==> config.mk <==
export PLATFORM = sky130hd
export DESIGN_NAME = json_string_unescape_unit
export DESIGN_NICKNAME = d
export VERILOG_FILES = /design/src/rtl/jsu_pkg.sv /design/src/rtl/jsu_front.sv /design/src/rtl/jsu_queue.sv /design/src/rtl/jsu_back.sv /design/src/rtl/json_string_unescape_unit.sv
export SDC_FILE = /design/constraint.sdc
export NUM_CORES = 1
export LEC_CHECK = 0
export BUFFER_PORTS_ARGS = -buffer_cell sky130_fd_sc_hd__buf_2
export CELL_PAD_IN_SITES_DETAIL_PLACEMENT = 1
export CELL_PAD_IN_SITES_GLOBAL_PLACEMENT = 1
export CORE_UTILIZATION = 50
export DETAILED_ROUTE_END_ITERATION = 16
export GPL_TIMING_DRIVEN = 0
export PLACE_DENSITY = 0.83
export SLEW_MARGIN = 0
export SYNTH_ARGS = -nofsm -noshare
export SYNTH_HDL_FRONTEND = slang
export SYNTH_SLANG_ARGS = --single-unit
==> constraint.sdc <==
create_clock -name clk -period 5.3 [get_ports clk]
set_clock_uncertainty 0.2 [all_clocks]
set_input_delay 0 -clock clk [delete_from_list [all_inputs] [get_ports clk]]
set_output_delay 0 -clock clk [all_outputs]
set_load 0.03 [all_outputs]
==> src/rtl/jsu_pkg.sv <==
package jsu_pkg;

    localparam int QUEUE_DEPTH_DEF = 4;

    localparam logic [7:0] CH_BSLASH = 8'h5C;
    localparam logic [7:0] CH_U      = 8'h75;
    localparam logic [7:0] CH_N      = 8'h6E;
    localparam logic [7:0] CH_T      = 8'h74;
    localparam logic [7:0] CH_R      = 8'h72;
    localparam logic [7:0] CH_LF     = 8'h0A;
    localparam logic [7:0] CH_TAB    = 8'h09;
    localparam logic [7:0] CH_CR     = 8'h0D;

    localparam logic [15:0] UTF8_ONE_LIMIT = 16'h0080;
    localparam logic [15:0] UTF8_TWO_LIMIT = 16'h0800;
    localparam logic [7:0]  UTF8_LEAD2     = 8'hC0;
    localparam logic [7:0]  UTF8_LEAD3     = 8'hE0;
    localparam logic [7:0]  UTF8_CONT      = 8'h80;
    localparam logic [7:0]  UTF8_CONT_MASK = 8'h3F;

    typedef enum logic [1:0] {
        MODE_PLAIN = 2'd0,
        MODE_ESC   = 2'd1,
        MODE_HEX   = 2'd2
    } mode_t;

    // one burst of output bytes caused by a single input item
    typedef struct packed {
        logic [3:0][7:0] bytes;
        logic [1:0]      last_idx;
        logic            str_end;
    } burst_t;

    function automatic logic [7:0] esc_map(input logic [7:0] c);
        logic [7:0] r;
        r = c;
        if (c == CH_N)
            r = CH_LF;
        else if (c == CH_T)
            r = CH_TAB;
        else if (c == CH_R)
            r = CH_CR;
        return r;
    endfunction

    function automatic logic [3:0] hex_val(input logic [7:0] h);
        logic [3:0] r;
        r = 4'd0;
        if (h >= 8'h30 && h <= 8'h39)
            r = 4'(h - 8'h30);
        else if (h >= 8'h61 && h <= 8'h66)
            r = 4'(h - 8'h61 + 8'd10);
        else if (h >= 8'h41 && h <= 8'h46)
            r = 4'(h - 8'h41 + 8'd10);
        return r;
    endfunction

endpackage

==> src/rtl/jsu_front.sv <==
module jsu_front (
    input  logic            clk,
    input  logic            rst_n,
    input  logic            take,
    input  logic [7:0]      in_byte,
    input  logic            in_end,
    output logic            rec_valid,
    output jsu_pkg::burst_t rec
);
    import jsu_pkg::*;

    mode_t           mode_reg, mode_next;
    logic [1:0]      cnt_reg, cnt_next;
    logic [15:0]     code_reg, code_next;
    logic [2:0][7:0] held_reg;
    logic            held_we;
    logic [15:0]     v;
    logic [2:0]      n;
    logic [3:0][7:0] res;

    assign v = {code_reg[11:0], hex_val(in_byte)};

    always_comb
    begin
        mode_next = mode_reg;
        cnt_next  = cnt_reg;
        code_next = code_reg;
        held_we   = 1'b0;
        n         = 3'd0;
        res       = '0;
        unique case (mode_reg)
            MODE_ESC:
            begin
                if (in_byte == CH_U && !in_end)
                begin
                    mode_next = MODE_HEX;
                    cnt_next  = 2'd0;
                    code_next = 16'd0;
                end
                else
                begin
                    res[0]    = esc_map(in_byte);
                    n         = 3'd1;
                    mode_next = MODE_PLAIN;
                end
            end
            MODE_HEX:
            begin
                if (cnt_reg == 2'd3)
                begin
                    if (v < UTF8_ONE_LIMIT)
                    begin
                        res[0] = v[7:0];
                        n      = 3'd1;
                    end
                    else if (v < UTF8_TWO_LIMIT)
                    begin
                        res[0] = UTF8_LEAD2 | {3'd0, v[10:6]};
                        res[1] = UTF8_CONT | (v[7:0] & UTF8_CONT_MASK);
                        n      = 3'd2;
                    end
                    else
                    begin
                        res[0] = UTF8_LEAD3 | {4'd0, v[15:12]};
                        res[1] = UTF8_CONT | {2'd0, v[11:6]};
                        res[2] = UTF8_CONT | (v[7:0] & UTF8_CONT_MASK);
                        n      = 3'd3;
                    end
                    mode_next = MODE_PLAIN;
                    cnt_next  = 2'd0;
                    code_next = 16'd0;
                end
                else if (in_end)
                begin
                    // escape cut short: 'u' then held text replayed as plain text
                    res[0] = CH_U;
                    unique case (cnt_reg)
                        2'd0:
                        begin
                            res[1] = in_byte;
                            n      = 3'd2;
                        end
                        2'd1:
                        begin
                            if (held_reg[0] == CH_BSLASH)
                            begin
                                res[1] = esc_map(in_byte);
                                n      = 3'd2;
                            end
                            else
                            begin
                                res[1] = held_reg[0];
                                res[2] = in_byte;
                                n      = 3'd3;
                            end
                        end
                        default:
                        begin
                            if (held_reg[0] == CH_BSLASH)
                            begin
                                res[1] = esc_map(held_reg[1]);
                                res[2] = in_byte;
                                n      = 3'd3;
                            end
                            else if (held_reg[1] == CH_BSLASH)
                            begin
                                res[1] = held_reg[0];
                                res[2] = esc_map(in_byte);
                                n      = 3'd3;
                            end
                            else
                            begin
                                res[1] = held_reg[0];
                                res[2] = held_reg[1];
                                res[3] = in_byte;
                                n      = 3'd4;
                            end
                        end
                    endcase
                end
                else
                begin
                    held_we   = 1'b1;
                    code_next = v;
                    cnt_next  = 2'(cnt_reg + 2'd1);
                end
            end
            default:
            begin
                mode_next = MODE_PLAIN;
                if (in_byte == CH_BSLASH && !in_end)
                    mode_next = MODE_ESC;
                else
                begin
                    res[0] = in_byte;
                    n      = 3'd1;
                end
            end
        endcase
        if (in_end)
        begin
            mode_next = MODE_PLAIN;
            cnt_next  = 2'd0;
            code_next = 16'd0;
        end
    end

    assign rec_valid    = take && (n != 3'd0);
    assign rec.bytes    = res;
    assign rec.last_idx = 2'(n - 3'd1);
    assign rec.str_end  = in_end;

    always_ff @(posedge clk or negedge rst_n)
    begin
        if (!rst_n)
        begin
            mode_reg <= MODE_PLAIN;
            cnt_reg  <= 2'd0;
            code_reg <= 16'd0;
        end
        else if (take)
        begin
            mode_reg <= mode_next;
            cnt_reg  <= cnt_next;
            code_reg <= code_next;
        end
    end

    always_ff @(posedge clk)
    begin
        if (take && held_we)
            held_reg[cnt_reg] <= in_byte;
    end

endmodule

==> src/rtl/jsu_queue.sv <==
module jsu_queue #(
    parameter int DEPTH = jsu_pkg::QUEUE_DEPTH_DEF
) (
    input  logic            clk,
    input  logic            rst_n,
    input  logic            wr_en,
    input  jsu_pkg::burst_t wr_data,
    output logic            full,
    input  logic            rd_en,
    output jsu_pkg::burst_t rd_data,
    output logic            not_empty
);
    import jsu_pkg::*;

    localparam int PW = (DEPTH > 1) ? $clog2(DEPTH) : 1;
    localparam int CW = $clog2(DEPTH + 1);
    localparam logic [PW-1:0] LAST_PTR = PW'(DEPTH - 1);

    burst_t          mem [DEPTH];
    logic [PW-1:0]   wr_ptr_reg, rd_ptr_reg;
    logic [CW-1:0]   count_reg;
    logic            do_wr, do_rd;

    assign full      = (count_reg == CW'(DEPTH));
    assign not_empty = (count_reg != '0);
    assign do_wr     = wr_en && !full;
    assign do_rd     = rd_en && not_empty;
    assign rd_data   = mem[rd_ptr_reg];

    always_ff @(posedge clk)
    begin
        if (do_wr)
            mem[wr_ptr_reg] <= wr_data;
    end

    always_ff @(posedge clk or negedge rst_n)
    begin
        if (!rst_n)
        begin
            wr_ptr_reg <= '0;
            rd_ptr_reg <= '0;
            count_reg  <= '0;
        end
        else
        begin
            if (do_wr)
                wr_ptr_reg <= (wr_ptr_reg == LAST_PTR) ? '0 : PW'(wr_ptr_reg + 1'b1);
            if (do_rd)
                rd_ptr_reg <= (rd_ptr_reg == LAST_PTR) ? '0 : PW'(rd_ptr_reg + 1'b1);
            if (do_wr && !do_rd)
                count_reg <= CW'(count_reg + 1'b1);
            else if (do_rd && !do_wr)
                count_reg <= CW'(count_reg - 1'b1);
        end
    end

endmodule

==> src/rtl/jsu_back.sv <==
module jsu_back (
    input  logic            clk,
    input  logic            rst_n,
    input  logic            q_not_empty,
    input  jsu_pkg::burst_t q_data,
    output logic            q_rd,
    output logic            empty,
    input  logic            pop,
    output logic [7:0]      out_byte,
    output logic            run_last,
    output logic            string_end
);
    import jsu_pkg::*;

    burst_t     cur_reg;
    logic       valid_reg;
    logic [1:0] idx_reg;
    logic       at_last;
    logic       load;

    assign at_last    = (idx_reg == cur_reg.last_idx);
    assign empty      = !valid_reg;
    assign load       = !valid_reg || (pop && at_last);
    assign q_rd       = load && q_not_empty;
    assign out_byte   = cur_reg.bytes[idx_reg];
    assign run_last   = at_last;
    assign string_end = at_last && cur_reg.str_end;

    always_ff @(posedge clk or negedge rst_n)
    begin
        if (!rst_n)
        begin
            valid_reg <= 1'b0;
            idx_reg   <= 2'd0;
        end
        else if (load)
        begin
            valid_reg <= q_not_empty;
            idx_reg   <= 2'd0;
        end
        else if (pop)
            idx_reg <= 2'(idx_reg + 2'd1);
    end

    always_ff @(posedge clk)
    begin
        if (q_rd)
            cur_reg <= q_data;
    end

endmodule

==> src/rtl/json_string_unescape_unit.sv <==
// Output path: with the back end idle, a result byte reaches the output ports once the queue
// has been written on taking its item and the back end register has then loaded it from there.
// Throughput: one item per cycle while the burst queue has room; while pop is held, output
// drains one byte per cycle, so items that expand to several bytes (UTF-8, cut-short
// escapes) fill the queue and full rises until the back end catches up.
// Reset: rst_n clears parser mode, hex counter, code, queue pointers and count, output valid and byte index.
module json_string_unescape_unit #(
    parameter int QUEUE_DEPTH = jsu_pkg::QUEUE_DEPTH_DEF
) (
    input  logic       clk,
    input  logic       rst_n,
    input  logic       push,
    output logic       full,
    input  logic [7:0] in_byte,
    input  logic       in_end,
    output logic       empty,
    input  logic       pop,
    output logic [7:0] out_byte,
    output logic       run_last,
    output logic       string_end
);
    import jsu_pkg::*;

    logic   q_full;
    logic   take;
    logic   rec_valid;
    burst_t rec;
    logic   q_rd;
    logic   q_not_empty;
    burst_t q_data;

    assign full = q_full;
    assign take = push && !q_full;

    jsu_front u_front (
        .clk       (clk),
        .rst_n     (rst_n),
        .take      (take),
        .in_byte   (in_byte),
        .in_end    (in_end),
        .rec_valid (rec_valid),
        .rec       (rec)
    );

    jsu_queue #(
        .DEPTH (QUEUE_DEPTH)
    ) u_queue (
        .clk       (clk),
        .rst_n     (rst_n),
        .wr_en     (rec_valid),
        .wr_data   (rec),
        .full      (q_full),
        .rd_en     (q_rd),
        .rd_data   (q_data),
        .not_empty (q_not_empty)
    );

    jsu_back u_back (
        .clk         (clk),
        .rst_n       (rst_n),
        .q_not_empty (q_not_empty),
        .q_data      (q_data),
        .q_rd        (q_rd),
        .empty       (empty),
        .pop         (pop),
        .out_byte    (out_byte),
        .run_last    (run_last),
        .string_end  (string_end)
    );

endmodule
; Yosys cells after proc, flatten, opt, wreduce, memory -nomap -nowiden
; Memory sizes are Yosys's and may differ from the RTL's. A register that Yosys moved wholly into a read port is not among the register bits.
; Cells that the tools add are included.
[classes]
n_lt_le_gt_ge = 11
n_eq_ne = 20
n_addsub = 12
div_mod_pow = 0
n_mux = 69
n_reduce_logical = 31
n_mul = 0
n_bitwise = 0
shifts = 0
[op_table]
columns = operator, n
row1 = 8-bit 2-to-1 mux, 18
row2 = "8-bit by 7-bit == test with 1-bit output, second input constant", 10
row3 = 16-bit 2-to-1 mux, 3
row4 = 24-bit 2-to-1 mux, 2
row5 = 8-bit one-hot mux with 2 select lines, 3
row6 = 12-bit 2-to-1 mux, 3
row7 = 32-bit 2-to-1 mux, 1
row8 = 24-bit bitwise mux, 1
row9 = 12-bit one-hot mux with 2 select lines, 1
row10 = 3-bit 2-to-1 mux, 7
row11 = 2-bit 2-to-1 mux, 10
row12 = 8-bit binary-select mux with 2-bit select, 1
row13 = 8-bit demux with 2-bit select, 1
row14 = "8-bit by 7-bit greater-or-equal comparator with 1-bit output, second input constant", 2
row15 = "8-bit by 7-bit less-or-equal comparator with 1-bit output, second input constant", 2
row16 = 1-bit logical AND, 16
row17 = "16-bit by 12-bit less-than comparator with 1-bit output, second input constant", 1
row18 = "16-bit by 8-bit less-than comparator with 1-bit output, second input constant", 1
row19 = 14-bit 2-to-1 mux, 1
row20 = 4-bit 2-to-1 mux, 3
row21 = 3-bit one-hot mux with 2 select lines, 2
row22 = "4-bit by 1-bit subtractor with 4-bit output, second input constant", 3
row23 = 1-bit 2-to-1 mux, 10
row24 = 3-bit nonzero test, 3
row25 = 22 further kinds, 38
[word_totals]
reg_bits = 50
rom_bits = 0
ramBits = 140
latchBits = 0
mem_count = 1
[memory_table]
columns = name, words, width, rd, rd_clocked_by_memory_dff, wr, line
row1 = u_queue.mem, 4, 35, 1, 1, 1, jsu_queue.sv:19  ; burst_t mem [DEPTH];

; Depth between registers and ports, before layout
[depth]
ltp_word = 17
mapped_depth = 17

; By module
; Synthesis repeated with hierarchy kept, for this count alone.
[unflattened]
hier_cells = 648
area_unflattened_um2 = 9987.1
[by_module_without_submodules]
columns = module, n_inst, cells_per_inst, seq_area_each_um2, area_per_inst_um2
row1 = jsu_queue, 1, 220, 4379.2, 5561.6
row2 = jsu_front, 1, 361, 880.8, 2972.9
row3 = jsu_back, 1, 66, 1126.1, 1438.9
row4 = json_string_unescape_unit, 1, 1, 0.0, 13.8

; Worst setup path after synthesis
; Ideal clock, no wire load.
[synth_timing]
kind = register to register
start = register u_back.idx_reg[0]
end = register u_queue.count_reg[1]
setup_slack_ns = 0.685
period_less_slack_ns = 4.615
required_time_ns = 4.975
n_path_buf = 0
path_stages_with_launch = 10
t_arrival_ns = 4.290
path_cell_list = dfrtp_1 xor2_1 nor2_1 nand2_1 a21oi_1 inv_1 ha_1 inv_1 fa_1 mux2_2
[synth_via]
elab_chain_len = 8
[synth_lines]
columns = item, line
row1 = from (decl), jsu_back.sv:17  ; logic [1:0] idx_reg;
row2 = from (signal assigned), jsu_back.sv:42  ; idx_reg <= 2'(idx_reg + 2'd1);
row3 = 2-bit == test (*), jsu_back.sv:21  ; assign at_last = (idx_reg == cur_reg.last_idx);
row4 = net run_last, json_string_unescape_unit.sv:19  ; output logic run_last,
row5 = 1-bit logical AND (*), jsu_back.sv:23  ; assign load = !valid_reg || (pop && at_last);
row6 = 1-bit logical OR (*), jsu_back.sv:23
row7 = 1-bit logical AND (*), jsu_back.sv:24  ; assign q_rd = load && q_not_empty;
row8 = net q_rd, json_string_unescape_unit.sv:28  ; logic q_rd;
row9 = 1-bit logical AND (*), jsu_queue.sv:27  ; assign do_rd = rd_en && not_empty;
row10 = 1-bit logical NOT, jsu_queue.sv:50  ; if (do_wr && !do_rd)
row11 = 1-bit logical AND, jsu_queue.sv:50
row12 = 3-bit 2-to-1 mux / 2-bit nonzero test (equally long branches), -
row13 = to (signal assigned), jsu_queue.sv:51  ; count_reg <= CW'(count_reg + 1'b1);
row14 = to (signal assigned), jsu_queue.sv:53  ; count_reg <= CW'(count_reg - 1'b1);
row15 = to (decl), jsu_queue.sv:21  ; logic [CW-1:0] count_reg;
; Mark *: on every way through the listed nets, which the timed path passes. The rest lies on a longest branch.
; A chain may end at the register's enable or synchronous reset.

; Worst setup path after layout
[layout_timing]
start = register u_front.cnt_reg[1]
end = register u_queue.count_reg[2]
[layout_via]
elab_chain_len = 11
[layout_lines]
columns = item, line
row1 = from (decl), jsu_front.sv:13  ; logic [1:0] cnt_reg, cnt_next;
row2 = from (signal assigned), jsu_front.sv:164  ; cnt_reg <= cnt_next;
row3 = 2-bit by 1-bit == test with 1-bit output / 2-bit logical NOT (equally long branches), jsu_front.sv:77  ; unique case (cnt_reg)
row4 = 3-bit one-hot mux with 2 select lines, jsu_front.sv:77
row5 = 3-bit 2-to-1 mux, jsu_front.sv:73  ; else if (in_end)
row6 = 3-bit 2-to-1 mux (*), jsu_front.sv:49  ; if (cnt_reg == 2'd3)
row7 = 3-bit one-hot mux with 2 select lines (*), jsu_front.sv:31  ; unique case (mode_reg)
row8 = 3-bit nonzero test (*), jsu_front.sv:148  ; assign rec_valid = take && (n != 3'd0);
row9 = 1-bit logical AND (*), jsu_front.sv:148
row10 = 1-bit logical AND (*), jsu_queue.sv:26  ; assign do_wr = wr_en && !full;
row11 = net u_queue.do_wr, jsu_queue.sv:22  ; logic do_wr, do_rd;
row12 = 1-bit logical NOT, jsu_queue.sv:52  ; else if (do_rd && !do_wr)
row13 = 1-bit logical AND, jsu_queue.sv:52
row14 = 2-bit nonzero test (no line), -
; Marked as above.

==> Implementation_results.wiki <==
{| class="wikitable"
! Metric !! Value
|-
| Number of max-cap violations || 0
|-
| Setup Crit Path Kind || register to register
|-
| CTS Buffer Depth || 3
|-
| Main combinational cell family by area after synthesis || multiplexers
|-
| Clock slew seen by the registers of the worst setup and hold paths || 0.06 ns
|-
| Aggregate global routing overflow || 0
|-
| Total power after layout || 5344 uW
|-
| Cells along the critical path || inv_1, ha_1, clkbuf_1, or2_2, clkbuf_1, a21o_1, nor3_1, a211oi_1, o21ai_0, ha_1, a21oi_2, ha_1, inv_1, fa_1, xor2_1, nor2_1, xor2_1
|-
| Crit start category || register
|-
| CP peak stage delay || 0.45 ns
|-
| TritonCTS Sinks || 217
|-
| Area of the core || 0.01889 mm2
|-
| Net switching power || 1543 uW
|-
| Highest achievable clock rate || 0.2175 GHz
|-
| I/O pin count || 25
|-
| Cell count after placement || 918
|-
| Worst-path cell with the longest stage delay || sky130_fd_sc_hd__clkbuf_1
|-
| Critical hold path startpoint || in_byte[2]
|-
| Starting DRT DRC Count || 509
|-
| Class of the tightest hold or removal check || primary input to register
|-
| Worst slew margin relative to its limit || 0.07502
|-
| Vias/cell || 6.282
|-
| Flip-flop and latch area || 0.006386 mm2
|-
| Static power due to leakage || 0.003800 uW
|-
| Placement Setup Slack || 0.7405 ns
|-
| Antenna violations before repair || 0
|-
| PnR worst setup slack || 0.7033 ns
|-
| Unique cell type count in the Yosys netlist || 66
|-
| DR WL/cell || 27.09 um
|-
| Diodes inserted || 0
|-
| Share of the clock period used by the worst path after layout || 0.8673
|-
| H-tree depth || 1
|-
| Final design utilization || 0.5899
|-
| Xor/xnor share of the synthesized area || 0.005415
|-
| Flop-to-flop setup slack || 0.70 ns
|-
| DRC Markers || 0
|-
| Worst flop-to-flop path endpoint || u_queue.count_reg[2]$_DFFE_PN0P_
|-
| Footprint of the multi-input gates || 0.003105 mm2
|-
| Share of cells above drive strength 1 || 0.1950
|-
| Height of the die || 141.3 um
|-
| Num rows || 50
|-
| Main flop type after synthesis || sky130_fd_sc_hd__edfxtp_1
|-
| Net count after synthesis || 660
|-
| Final Instance Count excl. Fillers || 973
|-
| Post-detail-place hpwl || 18470 um
|-
| IR Drop Worst-Case VDD || 193.8 uV
|-
| Portion of netlist area occupied by mux cells || 0.1099
|-
| Sw frac || 0.2887
|-
| Final Hold Viols || 0
|-
| Cell area power density || 479.5 mW/mm2
|-
| Gate Count Post-Synth || 629
|-
| Overall die area || 0.01997 mm2
|-
| Vias post-DR || 6112
|-
| R2R Path Start || u_front.cnt_reg[1]$_DFFE_PN0P_
|-
| Resized cells post-CTS || 0
|-
| Insertion delay of the later-clocked pin in the worst-skew pair || 0.50 ns
|-
| Commonest non-fill, non-tap cell in the layout || sky130_fd_sc_hd__edfxtp_1
|-
| Global placer's final weighted congestion || 0.9653
|-
| Number of nets in the layout || 728
|-
| Part of the total power dissipated in combinational logic || 0.259
|-
| Number of storage elements in the synthesis netlist || 217
|-
| Synthesized area per cell || 15.43 um2
|-
| Largest net degree at the start of global routing || 31
|-
| Yosys warning count || 0
|-
| Die Wd || 141.3 um
|-
| Flip-flop count of the largest register, all copies and words added || 140
|-
| Buffer cell driving the clock tree root || sky130_fd_sc_hd__clkbuf_16
|-
| Number of CTS-inserted buffers || 23
|-
| WP data arrival || 4.81 ns
|-
| Setup violations, final || 0
|-
| Req. time, crit path || 5.51 ns
|-
| Total Wirelength || 26360 um
|-
| Slew at the pin closest to its max-slew limit || 1.377 ns
|-
| Buffers added on ports || 24
|-
| Tmin final || 4.597 ns
|-
| GRT Overall Usage || 0.2767
|-
| Asr flop ratio synth || 0.1198
|-
| Seq/Total Area, Yosys || 0.6581
|-
| Endpoint type of the worst setup path || register
|-
| Setup repair after global routing missed its margin || no
|-
| Initial Util || 0.5136
|-
| Sequential fraction of design power || 0.453
|-
| Adder-Cell Fraction of Synth Area || 0.02398
|-
| Area of the mapped netlist || 0.009704 mm2
|-
| Antenna viol nets, final || 0
|-
| TritonCTS clock tree || done
|-
| Max Fanout on Critical Path || 9
|-
| Area fraction in and, or, nand and nor cells after synthesis || 0.09193
|-
| Status || complete, no violations
|-
| Wire length of the first global-routing pass || 40170 um
|-
| Most frequent cells in the layout || 191 x sky130_fd_sc_hd__edfxtp_1, 43 x sky130_fd_sc_hd__mux4_2, 37 x sky130_fd_sc_hd__nand2_1, 30 x sky130_fd_sc_hd__buf_2, 28 x sky130_fd_sc_hd__clkbuf_1
|-
| Count of cells along the worst register-to-register path || 17
|-
| Internal Pwr Total || 3801 uW
|-
| Area overhead of the layout relative to synthesis || 14.84%
|-
| Worst hold path cell count || 2
|-
| Endpoint, Worst Hold || u_front.held_reg[2]$_DFFE_PP_
|-
| Share of total power in the clock network || 0.288
|-
| Via count of the first global-routing pass || 6466
|-
| Compound-Gate Fraction of Synth Area || 0.08716
|-
| Fillers || 1782
|-
| Final slew viol count || 0
|-
| Most frequent CP cell || sky130_fd_sc_hd__ha_1
|-
| EDFF count, synth || 191
|-
| Pre-antenna DRT Iters || 4
|}
==> per-layer routing <==
metal	GRT usage	share of wire	up-vias
li1	-	-	2658
met1	0.3663	0.42	3194
met2	0.4719	0.50	211
met3	0.03544	0.052	49
met4	0.1013	0.034	0
met5	0	0	-
==> cells in the mapped netlist, drive strengths merged, types with 7 or more instances <==
library cell,count,area [um2]
a21oi,24,127.6
a22o,14,122.6
and2,12,75.07
buf,10,60.06
clkbuf,24,90.09
dfrtp,26,650.6
edfxtp,191,5736
ha,17,212.7
inv,21,78.83
mux4,43,968.4
nand2,37,138.9
nand3,10,50.05
nor2,24,90.09
nor3,16,85.08
nor4,11,68.82
o21ai,26,130.1
o31ai,7,52.55
==> power groups by stage <==
stage	Combinational, uW	Clock [uW]	Sequential [uW]
floorplan	952	0	2410
global placement	1260	0	2440
detailed placement	1390	0	2460
CTS	1410	1570	2430
global route	1490	1620	2450
finish	1380	1540	2420
==> worst max path at each step <==
stage / from / endpoint / depth (start not counted)
6_report: u_front.cnt_reg[1]$_DFFE_PN0P_ / u_queue.count_reg[2]$_DFFE_PN0P_ / 17
5_1_grt: u_front.cnt_reg[1]$_DFFE_PN0P_ / u_queue.count_reg[2]$_DFFE_PN0P_ / 17
4_1_cts: u_front.cnt_reg[1]$_DFFE_PN0P_ / u_queue.count_reg[2]$_DFFE_PN0P_ / 17
3_5_place_dp: u_front.cnt_reg[1]$_DFFE_PN0P_ / u_queue.count_reg[2]$_DFFE_PN0P_ / 17
3_3_place_gp: u_back.idx_reg[0]$_DFFE_PN0P_ / u_queue.count_reg[1]$_DFFE_PN0P_ / 9
2_1_floorplan: u_back.idx_reg[0]$_DFFE_PN0P_ / u_queue.count_reg[1]$_DFFE_PN0P_ / 9
==> timing repair <==
| item | CTS | global route |
|---|---|---|
| hold buffers | 14 | 0 |
| buffers inserted | 0 | 0 |
| endpoints found under the hold margin | 91 | 0 |
==> critical path: cells and delay by family (launching register included) <==
family | cells | cell delay, ns
AOI/OAI and AO/OA | 4 | 1.06
and+or+nand+nor | 3 | 0.42
adders and majority gates | 4 | 1.11
DFF | 1 | 0.40
xor gates and xnor gates | 2 | 0.34
buffers and inverters | 4 | 1.00
==> layout make-up <==
type                       instances  share of cell area
sequential                       217              0.5730
multi-input combinational        357              0.2787
clock buffer                      29             0.05546
timing repair buffer              43             0.03323
tap                              260             0.02919
buffer                            34             0.01347
clock inverter                    12            0.009880
inverter                          21            0.007073
==> through the flow <==
stage | area [um2] | setup TNS, ns | hold slack, ns
after floorplan | 9704 | 0 | -0.4956
after global placement | 10150 | -0.01459 | -0.1647
after detailed placement | 10270 | 0 | -0.1499
after CTS | 11140 | 0 | 0.02496
after global routing | 11140 | 0 | 0.05499
final | 11140 | 0 | 0.04079
==> cells by family (layout without fill, tap and decap cells) <==
group                    count (synthesis)  count (layout)
AO/OA/AOI/OAI                          122             122
XOR/XNOR                                 6               6
multiplexers                            52              52
AND/OR/NAND/NOR                        159             159
flip-flops                             217             217
adder cells (fa/ha/maj)                 18              18
buffers and inverters                   55             139
Note: power is estimated with default switching activity, not from simulation.
